==> src/hdl/assert_macros.svh <==
// assertion helpers shared by the rtl
`ifndef ASSERT_MACROS_SVH
`define ASSERT_MACROS_SVH

`ifndef ASSERT_OFF

// property must hold at every clock edge outside reset
`define ASSERT_CLK(label, prop) \
	label: assert property (@(posedge clk) disable iff (!arst_n) (prop)) \
		else $error("assertion failed");

// expression must never be true outside reset
`define ASSERT_NEVER(label, expr) \
	label: assert property (@(posedge clk) disable iff (!arst_n) !(expr)) \
		else $error("assertion failed");

`else

`define ASSERT_CLK(label, prop)
`define ASSERT_NEVER(label, expr)

`endif

`endif

==> src/hdl/sfd_pkg.sv <==
package sfd_pkg;

	localparam logic [7:0] FLAG_BYTE  = 8'h7E;
	localparam logic [7:0] ESC_BYTE   = 8'h7D;
	localparam logic [7:0] ESC_XOR    = 8'h20;
	localparam logic [8:0] SUM_TARGET = 9'h0FF;

	typedef enum logic [2:0] {
		PH_IDLE    = 3'd0,
		PH_SEQ     = 3'd1,
		PH_RECID   = 3'd2,
		PH_LEN     = 3'd3,
		PH_PAYLOAD = 3'd4,
		PH_CHKSUM  = 3'd5
	} phase_t;

	typedef enum logic [2:0] {
		KIND_NONE    = 3'd0,
		KIND_BYTE    = 3'd1,
		KIND_GOOD    = 3'd2,
		KIND_BAD     = 3'd3,
		KIND_ABANDON = 3'd4
	} kind_t;

	typedef enum logic [1:0] {
		ROLE_SEQ     = 2'd0,
		ROLE_RECID   = 2'd1,
		ROLE_LEN     = 2'd2,
		ROLE_PAYLOAD = 2'd3
	} role_t;

	typedef struct packed {
		kind_t      kind;
		logic [7:0] data;
		role_t      role;
		logic       last;
	} result_t;

endpackage

==> src/hdl/sfd_parser.sv <==
module sfd_parser (
	input  logic             clk,
	input  logic             arst_n,
	input  logic             step,
	input  logic [7:0]       line_byte,
	output sfd_pkg::result_t result
);
	import sfd_pkg::*;

	phase_t     phase_q, phase_d;
	logic       esc_q, esc_d;
	logic [7:0] remaining_q, remaining_d;
	logic [7:0] sum_q, sum_d;
	logic [7:0] val;
	logic [7:0] rem_dec;
	logic [8:0] sum9;
	kind_t      kind;
	logic [7:0] data;
	role_t      role;

	always_ff @(posedge clk or negedge arst_n) begin
		if (!arst_n) begin
			phase_q     <= PH_IDLE;
			esc_q       <= 1'b0;
			remaining_q <= 8'd0;
			sum_q       <= 8'd0;
		end else if (step) begin
			phase_q     <= phase_d;
			esc_q       <= esc_d;
			remaining_q <= remaining_d;
			sum_q       <= sum_d;
		end
	end

	always_comb begin
		val         = esc_q ? (line_byte ^ ESC_XOR) : line_byte;
		sum9        = {1'b0, sum_q} + {1'b0, val};
		rem_dec     = remaining_q - 8'd1;
		phase_d     = phase_q;
		esc_d       = esc_q;
		remaining_d = remaining_q;
		sum_d       = sum_q;
		kind        = KIND_NONE;
		data        = 8'd0;
		role        = ROLE_SEQ;

		if (!(phase_q inside {PH_SEQ, PH_RECID, PH_LEN, PH_PAYLOAD, PH_CHKSUM})) begin
			// hunting: only a flag matters
			if (line_byte == FLAG_BYTE) begin
				phase_d = PH_SEQ;
				esc_d   = 1'b0;
				sum_d   = 8'd0;
			end else begin
				phase_d = PH_IDLE;
			end
		end else if (line_byte == FLAG_BYTE) begin
			// restart; abandon only if something was already emitted
			phase_d = PH_SEQ;
			esc_d   = 1'b0;
			sum_d   = 8'd0;
			if (phase_q != PH_SEQ) begin
				kind = KIND_ABANDON;
			end
		end else if (line_byte == ESC_BYTE) begin
			if (esc_q) begin
				esc_d   = 1'b0;
				phase_d = PH_IDLE;
				kind    = KIND_ABANDON;
			end else begin
				esc_d = 1'b1;
			end
		end else begin
			esc_d = 1'b0;
			if (phase_q == PH_CHKSUM) begin
				phase_d = PH_SEQ;
				sum_d   = 8'd0;
				kind    = (sum9 == SUM_TARGET) ? KIND_GOOD : KIND_BAD;
			end else begin
				sum_d = sum9[7:0];
				kind  = KIND_BYTE;
				data  = val;
				case (phase_q)
					PH_SEQ: begin
						phase_d = PH_RECID;
						role    = ROLE_SEQ;
					end
					PH_RECID: begin
						phase_d = PH_LEN;
						role    = ROLE_RECID;
					end
					PH_LEN: begin
						remaining_d = val;
						phase_d     = (val == 8'd0) ? PH_CHKSUM : PH_PAYLOAD;
						role        = ROLE_LEN;
					end
					default: begin
						remaining_d = rem_dec;
						if (rem_dec == 8'd0) begin
							phase_d = PH_CHKSUM;
						end
						role = ROLE_PAYLOAD;
					end
				endcase
			end
		end

		result.kind = kind;
		result.data = data;
		result.role = role;
		result.last = (kind == KIND_GOOD) || (kind == KIND_BAD) || (kind == KIND_ABANDON);
	end

endmodule

==> src/hdl/stuffed_frame_deframer.sv <==
// Byte-stuffed frame receiver. Every accepted line byte gives exactly one result item, in
// order: either nothing, an unescaped field byte tagged with its role, or a frame-end
// mark (good, checksum bad, abandoned) with last_of_frame set. An item passes an input
// register and then the parser and lands in the result register; a held result keeps it
// waiting in the input register. One byte is taken every cycle while result_stall is low.
// The parser state (phase, escape, payload count, sum) updates once per item.
`include "assert_macros.svh"

module stuffed_frame_deframer (
	input  logic       clk,
	input  logic       arst_n,
	input  logic       line_valid,
	output logic       line_stall,
	input  logic [7:0] line_byte,
	output logic       result_valid,
	input  logic       result_stall,
	output logic [2:0] result_kind,
	output logic [7:0] field_byte,
	output logic [1:0] byte_role,
	output logic       last_of_frame
);
	import sfd_pkg::*;

	logic       valid_s1;
	logic [7:0] byte_s1;
	logic       out_valid_q;
	result_t    out_q;
	result_t    step_result;
	logic       out_hold;
	logic       advance;
	logic       accept;
	logic       end_kind;
	logic       fields_clear;

	assign out_hold   = out_valid_q && result_stall;
	assign advance    = valid_s1 && !out_hold;
	assign line_stall = valid_s1 && out_hold;
	assign accept     = line_valid && !line_stall;

	always_ff @(posedge clk or negedge arst_n) begin
		if (!arst_n) begin
			valid_s1    <= 1'b0;
			out_valid_q <= 1'b0;
		end else begin
			if (accept) begin
				valid_s1 <= 1'b1;
			end else if (advance) begin
				valid_s1 <= 1'b0;
			end
			if (advance) begin
				out_valid_q <= 1'b1;
			end else if (!result_stall) begin
				out_valid_q <= 1'b0;
			end
		end
	end

	always_ff @(posedge clk) begin
		if (accept) begin
			byte_s1 <= line_byte;
		end
		if (advance) begin
			out_q <= step_result;
		end
	end

	sfd_parser u_parser (
		.clk       (clk),
		.arst_n    (arst_n),
		.step      (advance),
		.line_byte (byte_s1),
		.result    (step_result)
	);

	assign result_valid  = out_valid_q;
	assign result_kind   = out_q.kind;
	assign field_byte    = out_q.data;
	assign byte_role     = out_q.role;
	assign last_of_frame = out_q.last;

	assign end_kind     = (result_kind == KIND_GOOD) || (result_kind == KIND_BAD) ||
		(result_kind == KIND_ABANDON);
	assign fields_clear = (field_byte == 8'd0) && (byte_role == ROLE_SEQ);

	// the input side only backs up when both stages are full and the output is held
	`ASSERT_CLK(a_stall_only_when_full, line_stall |-> (valid_s1 && out_valid_q))
	// frame-end marks and the last flag agree
	`ASSERT_CLK(a_last_matches_kind, result_valid |-> (last_of_frame == end_kind))
	// only field byte items carry data or a role
	`ASSERT_CLK(a_quiet_fields, (result_valid && (result_kind != KIND_BYTE)) |-> fields_clear)
	// a stage that moves on always leaves the output register filled
	`ASSERT_CLK(a_advance_fills_output, advance |=> result_valid)

endmodule
==> config.mk <==
export PLATFORM = sky130hd
export DESIGN_NAME = stuffed_frame_deframer
export DESIGN_NICKNAME = d
export VERILOG_FILES = /design/src/hdl/sfd_pkg.sv /design/src/hdl/sfd_parser.sv /design/src/hdl/stuffed_frame_deframer.sv
export VERILOG_INCLUDE_DIRS = /design/src /design/src/hdl
export SDC_FILE = /design/constraint.sdc
export NUM_CORES = 1
export LEC_CHECK = 0
export ABC_CLOCK_PERIOD_IN_PS = 3100
export BUFFER_PORTS_ARGS = -buffer_cell sky130_fd_sc_hd__buf_2
export CORE_MARGIN = 1.5
export CORE_UTILIZATION = 45
export DETAILED_ROUTE_END_ITERATION = 10
export HOLD_SLACK_MARGIN = 0.03
export PLACE_DENSITY = 0.73
export SLEW_MARGIN = 20
export SYNTH_ARGS = -nofsm -noshare
export SYNTH_HDL_FRONTEND = slang
export SYNTH_HIERARCHICAL = 1
export SYNTH_SLANG_ARGS = --single-unit
export TNS_END_PERCENT = 5
==> constraint.sdc <==
create_clock -name clk -period 3.1 [get_ports clk]
set_clock_uncertainty 0.1 [all_clocks]
set_input_delay 0.155 -clock clk [delete_from_list [all_inputs] [get_ports clk]]
set_output_delay 0.155 -clock clk [all_outputs]
set_load 0.02 [all_outputs]
* After elaboration in Yosys (flattened, before gate mapping) *
Index checks and enable logic that the tools add are counted.

storage, ports and cells
  register bits after elaboration = 44
  output and inout port bits = 16
  logic and storage cells = 87

cells by class
  add/sub/neg operators = 2
  equality and inequality tests = 16
  mux-type cells = 33
  bitwise gates (word level) = 6
  reduce and logical (&&, ||, !) cells = 19

operators with widths
  operator             count
  $mux 8               5
  $mux 3               12
  $eq 8x7->1 const B   2
  $logic_not 8->1      2
  $pmux 8 s2           1
  $eq 3x2->1 const B   4
  $mux 1               12
  $add 8x8->9          1
  $eq 3x3->1 const B   3
  $eq 9x8->1 const B   1
  $pmux 3 s3           1
  $ne 8x4->1 const B   1
  $sub 8x1->8 const B  1
  $mux 6               1
  $not 1->1            6
  $pmux 2 s3           1
  $reduce_and 3->1     2
  $reduce_and 6->1     1
  $reduce_bool 5->1    1
  $logic_and 1x1->1    4
  $ne 2x1->1 const B   2
  $ne 4x3->1 const B   1
  $reduce_bool 2->1    2
  $reduce_or 4->1      1
  other kinds (6)      8

* Logic depth before layout (Yosys ltp) *
  word-level depth = 12
  mapped depth = 9

* Hierarchy *
Netlist, hierarchy kept.

modules (own cells, without submodules)
  module                  times used  cells each  area each (um2)  sequential area each (um2)
  sfd_parser              1           212         1780.5           500.5
  stuffed_frame_deframer  1           30          753.2            710.7

* Worst setup path after synthesis *
Ideal clock, no wire load.

  path kind = flip-flop to flip-flop
  start point = reg out_valid_q (netlist: result_valid)
  end point = reg u_parser.remaining_q[6]
  library setup time = 0.125 ns
  arrival = 2.569 ns
  data required time = 2.875 ns
  setup slack = 0.306 ns
  stages on the path, launching flop included = 7
  buffers on the path = 2
  path through = dfrtp_1 a21boi_0 buf_2 nand3_2 buf_6 o21ai_0 o21ai_1

between the ends
  cells in the longest elaborated chain, start to end = 4

RTL lines
  what                        line                          source
  start: declaration          stuffed_frame_deframer.sv:26  logic out_valid_q;
  start signal: assignment    stuffed_frame_deframer.sv:43  out_valid_q <= 1'b0;
  start signal: assignment    stuffed_frame_deframer.sv:51  out_valid_q <= 1'b1;
  start signal: assignment    stuffed_frame_deframer.sv:53  out_valid_q <= 1'b0;
  $logic_and 1x1->1           stuffed_frame_deframer.sv:35  assign out_hold = out_valid_q && result_stall;
  $logic_not 1->1             stuffed_frame_deframer.sv:36  assign advance = valid_s1 && !out_hold;
  $logic_and 1x1->1           stuffed_frame_deframer.sv:36
  named net advance           stuffed_frame_deframer.sv:30  logic advance;
  $reduce_and 6->1 (no line)  n/a
  end signal: assignment      sfd_parser.sv:30              remaining_q <= remaining_d;
  end: declaration            sfd_parser.sv:12              logic [7:0] remaining_q, remaining_d;

The timed path passes the listed nets, and every way through them passes these cells.
A chain may end at the register's enable or synchronous reset.

==> impl_metrics.json <==
{
  "io_buffer_count": 27,
  "die_w_um": 78.0,
  "rrSetupSlack_ps": 510,
  "worst_slew_pin_slew_ps": 641,
  "synth-async-reset-ratio": 0.500,
  "slew_headroom": 0.572,
  "drt-total-wl_um": 5300,
  "status": "finished, final reports clean",
  "max-vdd-ir-drop_uv": 360,
  "htree_levels": 2,
  "r2r_start": "byte_s1[0]",
  "fmaxAchievable_mhz": 386,
  "clock_latency_ps": 300,
  "clockBufferDepth": 2,
  "r2r-end": "result_kind[0]",
  "drt_pass1_iterations": 5,
  "tns_ps": 0,
  "nets": 304,
  "cts.clk_slew.worst_paths_ps": 80,
  "grt_pass1_vias": 1807,
  "worstSetupStartpointType": "register",
  "required_ps": 3050,
  "synth_nets": 266,
  "path_max_fanout": 9,
  "grtUsageTotal": 0.185,
  "syn-cell-area_um2": 2530,
  "placementRows": 27,
  "detail-route-antenna-nets": 0,
  "timing.final.crit_period_ps": 2590,
  "power.density_nw_per_um2": 872,
  "syn_inst": 242,
  "coreArea_um2": 5470,
  "place_congestion": 0.963,
  "setup_viol": 0,
  "yosysSeqAreaShare": 0.478,
  "cts_tree": "built",
  "hp-class": "primary input to asynchronous set/reset pin",
  "dp_hpwl_um": 3680,
  "critPathArrivalTime_ps": 2540,
  "synth_cell_type_count": 55,
  "grt_antenna_before_repair": 0,
  "vias_per_cell": 5.47,
  "grt_max_degree": 23,
  "yosys_most_used_dff": "edfxtp_1",
  "drc": 0,
  "rsz0062_at_grt": "false",
  "start_util": 0.463,
  "critPathMaxStageDelay_ps": 520,
  "ios": 28,
  "syn_to_final_growth_pct": 16.5,
  "r2r_cells": 9,
  "worstSetupEndpointType": "register",
  "cts_resized": 0,
  "path_class": "register to register",
  "wl_per_cell_um": 15.0,
  "slew_violations": 0,
  "fillCellCount": 507,
  "grt.overflow.total": 0,
  "worstPathCellList": "ha_1 > inv_1 > fa_1 > nand2b_1 > a21oi_1 > a31oi_1 > xor2_1 > nor4_1 > nor3_1",
  "cap_violations": 0,
  "critical_path.slowest_cell": "edfxtp_1",
  "numCtsBuffers": 5,
  "vias": 1930,
  "cts.root.buffer_cell": "clkbuf_8",
  "timing.final.crit_share": 0.836,
  "antenna_cells": 0,
  "drive_gt1_frac": 0.203,
  "die_h_um": 78.0,
  "final_area_um2": 2950,
  "hold_viol": 0,
  "placed_cell_area_um2": 2720,
  "syn_area_per_cell_um2": 10.5,
  "synth-seq-cells": 44,
  "leakage_nw": 1.20,
  "synth_enable_flop_cells": 22,
  "grt_pass1_wl_um": 8690,
  "ys_warn_count": 6,
  "clkSinkCount": 44,
  "drtIter0Drc": 303,
  "dieArea_um2": 6090
}
cell families (layout without fill, tap and decap cells):
family	Yosys count	after routing	synth area share
compound gates	61	61	0.167
fa+ha+maj	12	12	0.0622
buf+inv	18	57	0.0361
flops	44	44	0.478
mux	1	1	0.00395
xor+xnor	11	11	0.0380
simple gates	95	95	0.214
area by class of cell:
cell class | instances | area, um2 | area share
multi-input combinational | 180 | 1230 | 0.418
inverter | 9 | 33.8 | 0.0114
timing repair buffer | 40 | 260 | 0.0882
tap | 72 | 90.1 | 0.0305
clock buffer | 6 | 82.6 | 0.0280
clock inverter | 2 | 38.8 | 0.0131
sequential | 44 | 1210 | 0.410
layout by cell type (no fill, tap or decap), types with 11 or more instances in the layout:
cell / synthesis / final
buf_2: 4 / 27
dlygate4sd3_1: 0 / 11
ha_1: 11 / 11
nand2_1: 19 / 19
nor3_1: 12 / 12
edfxtp_1: 22 / 22
o21ai_0: 14 / 14
nor2_1: 21 / 21
a21oi_1: 12 / 12
dfrtp_1: 22 / 22
worst max-delay path, delay by kind of cell (launching register included):
kind / cells / cell delay (ps)
simple gates: 3 / 560
flops: 1 / 520
buf+inv: 1 / 60
fa+ha+maj: 2 / 610
compound gates: 2 / 320
xor+xnor: 1 / 160
per-layer routing:
metal	vias up	GRT usage	share of wire
met5	-	0	0
met4	0	0.0696	0.018
met3	9	0.0337	0.057
met2	77	0.290	0.46
met1	893	0.257	0.47
li1	951	-	-
registers in the layout, indices dropped and copies added (netlist names), 2 cells and up:
signal	flops
u_parser/remaining_q	8
u_parser/sum_q	8
u_parser/phase_q	3
field_byte	8
result_kind	3
byte_s1	8
byte_role	2
what timing repair did:
action                                 CTS  global route
hold buffers                            11             0
setup buffers                            0             0
endpoints found under the hold margin   32             0
through the flow:
step	total power, mW	cells	setup WS, ps	hold slack [ps]	utilization
after floorplan	1.88	242	306	-241	-
after detailed placement	2.10	334	564	72.4	0.497
after CTS	2.58	353	512	287	0.539
after global routing	2.77	353	315	338	0.539
final	2.57	353	510	272	0.539
after global placement	2.07	334	646	57.9	0.497
power by group:
group / internal, mW / switching (mW) / total, mW
Sequential: 0.811 / 0.193 / 1.00
Clock: 0.263 / 0.194 / 0.457
Combinational: 0.472 / 0.641 / 1.11
cell usage after synthesis (2+ instances only):
cell | number | area, um2
nor2_1 | 21 | 78.8
nand3_1 | 2 | 10.0
nand2b_1 | 5 | 31.3
nor2b_1 | 3 | 18.8
clkbuf_1 | 2 | 7.51
o21ai_0 | 14 | 70.1
buf_6 | 2 | 22.5
o22ai_1 | 2 | 12.5
nand3_2 | 2 | 20.0
nor2_2 | 3 | 18.8
nor4_1 | 4 | 25.0
or3_4 | 3 | 33.8
a211oi_1 | 2 | 15.0
nand2b_4 | 2 | 27.5
inv_1 | 9 | 33.8
buf_2 | 4 | 20.0
nor3_2 | 2 | 20.0
xnor2_1 | 4 | 35.0
edfxtp_1 | 22 | 661
nand2_1 | 19 | 71.3
dfrtp_1 | 22 | 551
o2bb2ai_1 | 5 | 43.8
a22oi_1 | 2 | 15.0
ha_1 | 11 | 138
nand2_4 | 2 | 22.5
o21ai_1 | 2 | 10.0
a22o_1 | 3 | 26.3
xor2_1 | 7 | 61.3
a21oi_1 | 12 | 60.1
nor3_1 | 12 | 60.1
and2_1 | 9 | 56.3
a31oi_1 | 5 | 31.3
worst max path at each step:
stage,start,slack (ps),end
after floorplan,result_valid,310,u_parser/remaining_q[6]
after global placement,byte_s1[0],650,result_kind[0]
after detailed placement,byte_s1[0],560,result_kind[0]
after CTS,byte_s1[0],510,result_kind[0]
after global routing,byte_s1[0],320,result_kind[0]
final,byte_s1[0],510,result_kind[0]
Note: power is estimated with default switching activity, not from simulation.
